`src/hw/rtl/c65ae_pkg.sv`:
```
`timescale 1ns / 1ps
// ----------------------------------------------------------------------------
// c65ae_pkg
// Shared types and the opcode decode table for the 6502 arithmetic executor.
// ----------------------------------------------------------------------------
package c65ae_pkg;

  localparam int unsigned ByteW = 8;
  localparam int unsigned LenW  = 2;
  localparam int unsigned CycW  = 4;
  localparam int unsigned InDataW  = 40;
  localparam int unsigned OutDataW = 48;

  typedef enum logic [3:0] {
    KIND_NONE,
    KIND_ADC,
    KIND_SBC,
    KIND_CMP,
    KIND_CPX,
    KIND_CPY,
    KIND_DCP,
    KIND_DEC,
    KIND_DEX,
    KIND_DEY,
    KIND_INC,
    KIND_INX,
    KIND_INY,
    KIND_ISB,
    KIND_RRA
  } kind_t;

  typedef struct packed {
    kind_t            kind;
    logic [LenW-1:0]  len;
    logic [CycW-1:0]  cyc;
  } dec_t;

  typedef struct packed {
    dec_t             dec;
    logic [ByteW-1:0] operand;
    logic [ByteW-1:0] acc;
    logic [ByteW-1:0] xreg;
    logic [ByteW-1:0] yreg;
    logic             carry;
    logic             overflow;
  } item_t;

  typedef struct packed {
    logic [ByteW-1:0] acc_out;
    logic [ByteW-1:0] xreg_out;
    logic [ByteW-1:0] yreg_out;
    logic [ByteW-1:0] mem_data;
    logic             mem_write;
    logic             neg_flag;
    logic             ovf_flag;
    logic             zero_flag;
    logic             carry_flag;
    logic [LenW-1:0]  instr_length;
    logic [CycW-1:0]  cycle_count;
    logic             recognized;
  } result_t;

  function automatic dec_t mk(kind_t k, int unsigned l, int unsigned c);
    dec_t d;
    d.kind = k;
    d.len  = LenW'(l);
    d.cyc  = CycW'(c);
    return d;
  endfunction

  function automatic dec_t decode(logic [ByteW-1:0] op);
    dec_t d;
    case (op)
      8'h69: d = mk(KIND_ADC, 2, 2);
      8'h65: d = mk(KIND_ADC, 2, 3);
      8'h75: d = mk(KIND_ADC, 2, 4);
      8'h6D: d = mk(KIND_ADC, 3, 4);
      8'h7D: d = mk(KIND_ADC, 3, 4);
      8'h79: d = mk(KIND_ADC, 3, 4);
      8'h61: d = mk(KIND_ADC, 2, 6);
      8'h71: d = mk(KIND_ADC, 2, 5);
      8'hE9: d = mk(KIND_SBC, 2, 2);
      8'hEB: d = mk(KIND_SBC, 2, 2);
      8'hE5: d = mk(KIND_SBC, 2, 3);
      8'hF5: d = mk(KIND_SBC, 2, 4);
      8'hED: d = mk(KIND_SBC, 3, 4);
      8'hFD: d = mk(KIND_SBC, 3, 4);
      8'hF9: d = mk(KIND_SBC, 3, 4);
      8'hE1: d = mk(KIND_SBC, 2, 6);
      8'hF1: d = mk(KIND_SBC, 2, 5);
      8'hC9: d = mk(KIND_CMP, 2, 2);
      8'hC5: d = mk(KIND_CMP, 2, 3);
      8'hD5: d = mk(KIND_CMP, 2, 4);
      8'hCD: d = mk(KIND_CMP, 3, 4);
      8'hDD: d = mk(KIND_CMP, 3, 4);
      8'hD9: d = mk(KIND_CMP, 3, 4);
      8'hC1: d = mk(KIND_CMP, 2, 6);
      8'hD1: d = mk(KIND_CMP, 2, 5);
      8'hE0: d = mk(KIND_CPX, 2, 2);
      8'hE4: d = mk(KIND_CPX, 2, 3);
      8'hEC: d = mk(KIND_CPX, 3, 4);
      8'hC0: d = mk(KIND_CPY, 2, 2);
      8'hC4: d = mk(KIND_CPY, 2, 3);
      8'hCC: d = mk(KIND_CPY, 3, 4);
      8'hC7: d = mk(KIND_DCP, 2, 5);
      8'hD7: d = mk(KIND_DCP, 2, 6);
      8'hCF: d = mk(KIND_DCP, 3, 6);
      8'hDF: d = mk(KIND_DCP, 3, 7);
      8'hDB: d = mk(KIND_DCP, 3, 7);
      8'hC3: d = mk(KIND_DCP, 2, 8);
      8'hD3: d = mk(KIND_DCP, 2, 8);
      8'hC6: d = mk(KIND_DEC, 2, 5);
      8'hD6: d = mk(KIND_DEC, 2, 6);
      8'hCE: d = mk(KIND_DEC, 3, 6);
      8'hDE: d = mk(KIND_DEC, 3, 7);
      8'hCA: d = mk(KIND_DEX, 1, 2);
      8'h88: d = mk(KIND_DEY, 1, 2);
      8'hE6: d = mk(KIND_INC, 2, 5);
      8'hF6: d = mk(KIND_INC, 2, 6);
      8'hEE: d = mk(KIND_INC, 3, 6);
      8'hFE: d = mk(KIND_INC, 3, 7);
      8'hE8: d = mk(KIND_INX, 1, 2);
      8'hC8: d = mk(KIND_INY, 1, 2);
      8'hE7: d = mk(KIND_ISB, 2, 5);
      8'hF7: d = mk(KIND_ISB, 2, 6);
      8'hEF: d = mk(KIND_ISB, 3, 6);
      8'hFF: d = mk(KIND_ISB, 3, 7);
      8'hFB: d = mk(KIND_ISB, 3, 7);
      8'hE3: d = mk(KIND_ISB, 2, 8);
      8'hF3: d = mk(KIND_ISB, 2, 8);
      8'h67: d = mk(KIND_RRA, 2, 5);
      8'h77: d = mk(KIND_RRA, 2, 6);
      8'h6F: d = mk(KIND_RRA, 3, 6);
      8'h7F: d = mk(KIND_RRA, 3, 7);
      8'h7B: d = mk(KIND_RRA, 3, 7);
      8'h63: d = mk(KIND_RRA, 2, 8);
      8'h73: d = mk(KIND_RRA, 2, 8);
      default: d = mk(KIND_NONE, 0, 0);
    endcase
    return d;
  endfunction

endpackage

```
`src/hw/rtl/c65ae_front.sv`:
```
`timescale 1ns / 1ps
// ----------------------------------------------------------------------------
// c65ae_front
// Accepts input words, decodes the opcode and holds the classified word.
// ----------------------------------------------------------------------------
module c65ae_front (
  input  logic                     clk,
  input  logic                     rst,
  input  logic                     in_valid,
  output logic                     in_ready,
  input  logic [7:0]               in_opcode,
  input  logic [7:0]               in_operand,
  input  logic [7:0]               in_acc,
  input  logic [7:0]               in_xreg,
  input  logic [7:0]               in_yreg,
  input  logic                     in_carry,
  input  logic                     in_overflow,
  output logic                     out_valid,
  input  logic                     out_ready,
  output c65ae_pkg::item_t         out_item
);
  import c65ae_pkg::*;

  logic  vld;
  item_t item;

  assign in_ready  = !vld || out_ready;
  assign out_valid = vld;
  assign out_item  = item;

  always_ff @(posedge clk) begin
    if (rst) begin
      vld <= 1'b0;
    end else if (in_valid && in_ready) begin
      vld <= 1'b1;
    end else if (out_ready) begin
      vld <= 1'b0;
    end
  end

  always_ff @(posedge clk) begin
    if (in_valid && in_ready) begin
      item.dec      <= decode(in_opcode);
      item.operand  <= in_operand;
      item.acc      <= in_acc;
      item.xreg     <= in_xreg;
      item.yreg     <= in_yreg;
      item.carry    <= in_carry;
      item.overflow <= in_overflow;
    end
  end

endmodule

```
`src/hw/rtl/c65ae_queue.sv`:
```
`timescale 1ns / 1ps
// ----------------------------------------------------------------------------
// c65ae_queue
// Two-entry queue between the decode front and the execute back.
// ----------------------------------------------------------------------------
module c65ae_queue (
  input  logic             clk,
  input  logic             rst,
  input  logic             push_valid,
  output logic             push_ready,
  input  c65ae_pkg::item_t push_item,
  output logic             pop_valid,
  input  logic             pop_ready,
  output c65ae_pkg::item_t pop_item
);
  import c65ae_pkg::*;

  item_t      entries [2];
  logic       wr_ptr;
  logic       rd_ptr;
  logic [1:0] count;
  logic       do_push;
  logic       do_pop;

  assign push_ready = (count != 2'd2);
  assign pop_valid  = (count != 2'd0);
  assign pop_item   = entries[rd_ptr];
  assign do_push    = push_valid && push_ready;
  assign do_pop     = pop_valid && pop_ready;

  always_ff @(posedge clk) begin
    if (rst) begin
      wr_ptr <= 1'b0;
      rd_ptr <= 1'b0;
      count  <= 2'd0;
    end else begin
      if (do_push) begin
        wr_ptr <= !wr_ptr;
      end
      if (do_pop) begin
        rd_ptr <= !rd_ptr;
      end
      if (do_push && !do_pop) begin
        count <= count + 2'd1;
      end else if (do_pop && !do_push) begin
        count <= count - 2'd1;
      end
    end
  end

  always_ff @(posedge clk) begin
    if (do_push) begin
      entries[wr_ptr] <= push_item;
    end
  end

endmodule

```
`src/hw/rtl/c65ae_back.sv`:
```
`timescale 1ns / 1ps
// ----------------------------------------------------------------------------
// c65ae_back
// Executes one classified word per cycle, while the output is not stalled, into a registered result.
// ----------------------------------------------------------------------------
module c65ae_back (
  input  logic               clk,
  input  logic               rst,
  input  logic               in_valid,
  output logic               in_ready,
  input  c65ae_pkg::item_t   in_item,
  output logic               out_valid,
  input  logic               out_ready,
  output c65ae_pkg::result_t out_result
);
  import c65ae_pkg::*;

  logic    vld;
  result_t res;
  result_t res_next;
  logic [7:0] lhs;
  logic [7:0] rhs;
  logic       cin;
  logic [8:0] sum;
  logic [7:0] m_inc;
  logic [7:0] m_dec;
  logic [7:0] nz_val;
  logic       is_add;

  assign in_ready   = !vld || out_ready;
  assign out_valid  = vld;
  assign out_result = res;

  assign m_inc = in_item.operand + 8'd1;
  assign m_dec = in_item.operand - 8'd1;

  always_comb begin
    lhs    = in_item.acc;
    rhs    = in_item.operand;
    cin    = in_item.carry;
    is_add = 1'b0;
    case (in_item.dec.kind)
      KIND_ADC: begin
        is_add = 1'b1;
      end
      KIND_SBC: begin
        rhs    = ~in_item.operand;
        is_add = 1'b1;
      end
      KIND_ISB: begin
        rhs    = ~m_inc;
        is_add = 1'b1;
      end
      KIND_RRA: begin
        rhs    = {in_item.carry, in_item.operand[7:1]};
        cin    = in_item.operand[0];
        is_add = 1'b1;
      end
      KIND_CMP: begin
        rhs = ~in_item.operand;
        cin = 1'b1;
      end
      KIND_CPX: begin
        lhs = in_item.xreg;
        rhs = ~in_item.operand;
        cin = 1'b1;
      end
      KIND_CPY: begin
        lhs = in_item.yreg;
        rhs = ~in_item.operand;
        cin = 1'b1;
      end
      KIND_DCP: begin
        rhs = ~m_dec;
        cin = 1'b1;
      end
      default: begin
      end
    endcase
  end

  assign sum = {1'b0, lhs} + {1'b0, rhs} + {8'd0, cin};

  always_comb begin
    res_next.acc_out      = in_item.acc;
    res_next.xreg_out     = in_item.xreg;
    res_next.yreg_out     = in_item.yreg;
    res_next.mem_data     = 8'd0;
    res_next.mem_write    = 1'b0;
    res_next.ovf_flag     = in_item.overflow;
    res_next.carry_flag   = in_item.carry;
    res_next.instr_length = in_item.dec.len;
    res_next.cycle_count  = in_item.dec.cyc;
    res_next.recognized   = (in_item.dec.kind != KIND_NONE);
    nz_val                = sum[7:0];
    if (is_add) begin
      res_next.acc_out    = sum[7:0];
      res_next.carry_flag = sum[8];
      res_next.ovf_flag   = ~(lhs[7] ^ rhs[7]) & (lhs[7] ^ sum[7]);
    end
    case (in_item.dec.kind)
      KIND_CMP, KIND_CPX, KIND_CPY: begin
        res_next.carry_flag = sum[8];
      end
      KIND_DCP: begin
        res_next.carry_flag = sum[8];
        res_next.mem_data   = m_dec;
        res_next.mem_write  = 1'b1;
      end
      KIND_DEC: begin
        res_next.mem_data  = m_dec;
        res_next.mem_write = 1'b1;
        nz_val             = m_dec;
      end
      KIND_INC: begin
        res_next.mem_data  = m_inc;
        res_next.mem_write = 1'b1;
        nz_val             = m_inc;
      end
      KIND_ISB: begin
        res_next.mem_data  = m_inc;
        res_next.mem_write = 1'b1;
      end
      KIND_RRA: begin
        res_next.mem_data  = rhs;
        res_next.mem_write = 1'b1;
      end
      KIND_DEX: begin
        res_next.xreg_out = in_item.xreg - 8'd1;
        nz_val            = res_next.xreg_out;
      end
      KIND_INX: begin
        res_next.xreg_out = in_item.xreg + 8'd1;
        nz_val            = res_next.xreg_out;
      end
      KIND_DEY: begin
        res_next.yreg_out = in_item.yreg - 8'd1;
        nz_val            = res_next.yreg_out;
      end
      KIND_INY: begin
        res_next.yreg_out = in_item.yreg + 8'd1;
        nz_val            = res_next.yreg_out;
      end
      default: begin
      end
    endcase
    res_next.neg_flag  = res_next.recognized && nz_val[7];
    res_next.zero_flag = res_next.recognized && (nz_val == 8'd0);
  end

  always_ff @(posedge clk) begin
    if (rst) begin
      vld <= 1'b0;
    end else if (in_valid && in_ready) begin
      vld <= 1'b1;
    end else if (out_ready) begin
      vld <= 1'b0;
    end
  end

  always_ff @(posedge clk) begin
    if (in_valid && in_ready) begin
      res <= res_next;
    end
  end

endmodule

```
`src/hw/rtl/cpu6502_arith_execute.sv`:
```
`timescale 1ns / 1ps
// ----------------------------------------------------------------------------
// cpu6502_arith_execute
// Binary-mode 6502 arithmetic group: decode front, queue, execute back.
// ----------------------------------------------------------------------------
// A word accepted passes the front register and the queue into the result register.
// Throughput: one word per cycle while the output is not stalled.
// The two-entry queue lets the front keep accepting while the output stalls, until it fills.
// Reset (rst, synchronous, active high) empties the front, queue and output.
module cpu6502_arith_execute (
  input  logic                             clk,
  input  logic                             rst,
  input  logic                             s_axis_tvalid,
  output logic                             s_axis_tready,
  // [7:0] operand, [15:8] acc_in, [23:16] xreg_in, [31:24] yreg_in,
  // [32] carry_in, [33] overflow_in, [39:34] zero
  input  logic [c65ae_pkg::InDataW-1:0]    s_axis_tdata,
  // [7:0] req_type
  input  logic [7:0]                       s_axis_tuser,
  output logic                             m_axis_tvalid,
  input  logic                             m_axis_tready,
  // [7:0] acc_out, [15:8] xreg_out, [23:16] yreg_out, [31:24] mem_data,
  // [32] mem_write, [33] neg_flag, [34] ovf_flag, [35] zero_flag,
  // [36] carry_flag, [38:37] instr_length, [42:39] cycle_count, [47:43] zero
  output logic [c65ae_pkg::OutDataW-1:0]   m_axis_tdata,
  // [0] recognized
  output logic                             m_axis_tuser
);
  import c65ae_pkg::*;

  logic    f_valid;
  logic    f_ready;
  item_t   f_item;
  logic    q_valid;
  logic    q_ready;
  item_t   q_item;
  result_t res;

  c65ae_front u_front (
    .clk         (clk),
    .rst         (rst),
    .in_valid    (s_axis_tvalid),
    .in_ready    (s_axis_tready),
    .in_opcode   (s_axis_tuser),
    .in_operand  (s_axis_tdata[7:0]),
    .in_acc      (s_axis_tdata[15:8]),
    .in_xreg     (s_axis_tdata[23:16]),
    .in_yreg     (s_axis_tdata[31:24]),
    .in_carry    (s_axis_tdata[32]),
    .in_overflow (s_axis_tdata[33]),
    .out_valid   (f_valid),
    .out_ready   (f_ready),
    .out_item    (f_item)
  );

  c65ae_queue u_queue (
    .clk        (clk),
    .rst        (rst),
    .push_valid (f_valid),
    .push_ready (f_ready),
    .push_item  (f_item),
    .pop_valid  (q_valid),
    .pop_ready  (q_ready),
    .pop_item   (q_item)
  );

  c65ae_back u_back (
    .clk        (clk),
    .rst        (rst),
    .in_valid   (q_valid),
    .in_ready   (q_ready),
    .in_item    (q_item),
    .out_valid  (m_axis_tvalid),
    .out_ready  (m_axis_tready),
    .out_result (res)
  );

  assign m_axis_tdata = {5'd0, res.cycle_count, res.instr_length, res.carry_flag,
                         res.zero_flag, res.ovf_flag, res.neg_flag, res.mem_write,
                         res.mem_data, res.yreg_out, res.xreg_out, res.acc_out};
  assign m_axis_tuser = res.recognized;

endmodule

```
`config.mk`:
```
export PLATFORM = sky130hd
export DESIGN_NAME = cpu6502_arith_execute
export DESIGN_NICKNAME = d
export VERILOG_FILES = /design/src/hw/rtl/c65ae_pkg.sv /design/src/hw/rtl/c65ae_front.sv /design/src/hw/rtl/c65ae_queue.sv /design/src/hw/rtl/c65ae_back.sv /design/src/hw/rtl/cpu6502_arith_execute.sv
export SDC_FILE = /design/constraint.sdc
export NUM_CORES = 1
export LEC_CHECK = 0
export ABC_AREA = 0
export BUFFER_PORTS_ARGS = -buffer_cell sky130_fd_sc_hd__buf_2
export CORE_AREA = 2 2 135 170
export CTS_CLUSTER_DIAMETER = 120
export DETAILED_ROUTE_END_ITERATION = 10
export DIE_AREA = 0 0 137 172
export HOLD_SLACK_MARGIN = 0.1
export PLACE_DENSITY = 0.67
export SLEW_MARGIN = 5
export SYNTH_ARGS = -nofsm -noshare
export SYNTH_HDL_FRONTEND = slang
export SYNTH_SLANG_ARGS = --single-unit
```
`constraint.sdc`:
```
create_clock -name clk -period 4.2 [get_ports clk]
set_clock_uncertainty 0.05 [all_clocks]
set_input_delay 0.42 -clock clk [delete_from_list [all_inputs] [get_ports clk]]
set_output_delay 0.42 -clock clk [all_outputs]
set_load 0.03 [all_outputs]
```
==> metrics <==
max-slew violations=0; largest net degree at the start of global routing=46; commonest non-fill, non-tap cell in the layout=edfxtp_1; Total Power=7.776 mW; # IOs=103; R2R depth=14; Leak=4.237 nW; worst-case clock buffer depth=2; maximum vdd drop=365.1 uV; RD Place Congestion=0.9587; die width=137 microns; crit path kind=flop to flop; worst slew pin tran=1.144 ns; unrepaired setup endpoints after global routing=no; DRC=0; Period minus WS final=3.955 ns; Final setup viols=0; Crit Path Max Fanout=7; Total Routing Usage GR=0.2021; post-DR wirelength/cell=18.71 microns; Synth cell types=78; max incr delay on CP=0.53 ns; outcome=finished clean; async set-or-reset flop fraction in the synthesized netlist=0; Max Cap Violations=0; die area=23,560 sq um; post-synth design cell area=9696 sq um; Seq pwr share=0.337; final wirelength=23,460 microns; core area=21,980 sq um; Slew HR=0.2371; Detailed Routing Iterations Pass 1=5; Critical Path Source Type=flop; Layout area overhead=19.56%; CP Data Arrival Time=4.16 ns; Layout Utilization=0.5274; worst path bufs/invs=0; share of cells above drive strength 1=0.2307; clock share of power=0.205; Num CTS Buffers=17; post-synthesis register bit count=183; Root Buffer=clkbuf_16; CP endpoint kind=flop; worst slack at placement=0.1241 ns; combinational power share=0.459; H-tree levels=4; Hold Vio Cnt, Final=0; register area share after synthesis=0.5596; Synth Instances=807; Cell Pwr Density=670.8 nW/um^2; hold crit path type=primary input to flop; CP top delay family=compound AO/OA/AOI/OAI gates; WHS=0.1219 ns; HPWL Detailed=17,190 microns; PnR worst setup slack=0.2445 ns; critical path depth=14; Non-Filler Instances=1,254; switching share of power=0.3952; design area=11,590 sq um; CTS tree=built; Placed Instances=1,195; # clock sinks=183; final worst-path cycle share=0.9418; Post-synth EDFFs=176; Psw=3.073 mW; Ant. Diodes=0; fmax=252.8 MHz; FP Rows=61; total grt overflow=0; IO Port Bufs=91; WP data required=4.40 ns; Iter 0 DRT Violations=535; Nets=1,032; via count=7,226; Placement Cell Area=10,680 sq um; average size of a mapped cell=12.01 sq um; first-pass GRT wire length=36,070 microns; post-route setup TNS=0 ns; vias in the first global route=6,810; slowest CP cell=or3b_2; Hold Path Stages=1; clock input transition at the sequential cells of the worst setup and hold paths=0.07 ns; Die H=172 microns; Top FF cell, synth=edfxtp_1; initial core utilization=0.4411; vias per inst=5.762; initial antenna violation count=0; crit-path cells=or3b_2, and2_1, nand2b_1, o22ai_1, a21oi_1, o211ai_1, ha_1, a21oi_1, nand2_1, xnor2_1, a41oi_1, a2111oi_2, nand4_1, o22ai_1; YS warnings=0; most frequent cells in the layout=edfxtp_1, buf_2, nand2_1, o21ai_0, buf_4; P_int=4.703 mW; antenna-violating nets left=0; worst-skew pair later-pin latency=0.43 ns
-- flip-flops by register name, indices dropped and copies added (netlist names), named ones only --
signal / cells
u_queue.entries: 88
u_back.out_result: 44
u_front.out_item: 44
u_queue.count: 2
u_back.out_valid: 1
u_front.out_valid: 1
u_queue.rd_ptr: 1
u_queue.wr_ptr: 1
-- logic make-up after synthesis --
kind of cell,share of synthesized area
AO/OA/AOI/OAI,0.1546
XOR/XNOR,0.02710
adder cells (fa/ha/maj),0.02994
buffers and inverters,0.02878
flip-flops,0.5596
multiplexers,0.07859
other,0.0003868
AND/OR/NAND/NOR,0.1210
-- power groups by stage --
stage	Combinational (mW)	Sequential (mW)	Clock, mW
after floorplan	2.06	3.00	0
after global placement	3.44	2.66	0
after detailed placement	3.46	2.67	0
after CTS	3.49	2.63	1.63
after global routing	3.85	2.65	1.70
final	3.57	2.62	1.59
-- synthesized netlist by cell type, types with 6 or more instances --
cell type,instances,area (sq um)
a22oi_1,10,75.07
dfxtp_1,7,140.1
a221oi_1,8,70.07
xor2_1,9,78.83
a21o_1,7,52.55
and3_1,6,37.54
nand3_1,12,60.06
nor3b_1,7,52.55
o22ai_1,16,100.1
edfxtp_1,176,5285
clkbuf_1,17,63.81
o21ai_0,49,245.2
mux2i_1,45,450.4
a21oi_1,31,155.2
nor2b_1,6,37.54
inv_1,21,78.83
nor2_1,47,176.4
nor3_1,17,85.08
nand3b_1,13,97.59
nand2b_1,9,56.30
buf_2,6,30.03
a31oi_1,7,43.79
nand2_1,66,247.7
mux2_2,24,270.3
a211o_1,8,70.07
buf_4,8,60.06
o211ai_1,14,105.1
xnor2_1,21,183.9
ha_1,20,250.2
a211oi_1,9,67.56
nand4_1,13,81.33
-- per-layer routing --
layer	up-vias	wire, microns	track usage
met5	-	0	0
met4	0	993	0.1044
met2	231	12130	0.3526
met3	61	1001	0.03342
li1	3464	-	-
met1	3470	9332	0.2381
-- final cells by class --
cell class	count	area [sq um]
flip-flops and latches	183	5429
fillers	1895	10390
clock buffers	17	425.4
well taps	283	354.1
clock inverters	15	176.4
repair buffers	164	1070
multi-input cells	570	4055
inverters	22	82.58
-- repair_timing --
| action | CTS | global route |
|---|---|---|
| buffers inserted | 0 | 2 |
| endpoints found under the setup margin | 0 | 4 |
| resized for setup | 0 | 10 |
| hold buffers | 25 | 0 |
| hold endpoints to repair | 25 | 0 |
-- final timing paths --
check                                       startpoint                    end  slack (ns)
worst min-delay path                  s_axis_tdata[10]   u_front.out_item[20]        0.12
worst max-delay path            u_queue.entries[0][41]   u_back.out_result[8]        0.24
worst max register to register  u_queue.entries[0][41]   u_back.out_result[8]        0.24
worst min register to register     u_front.out_item[3]  u_queue.entries[1][3]        0.40
Power figures use the tool's default switching activity.
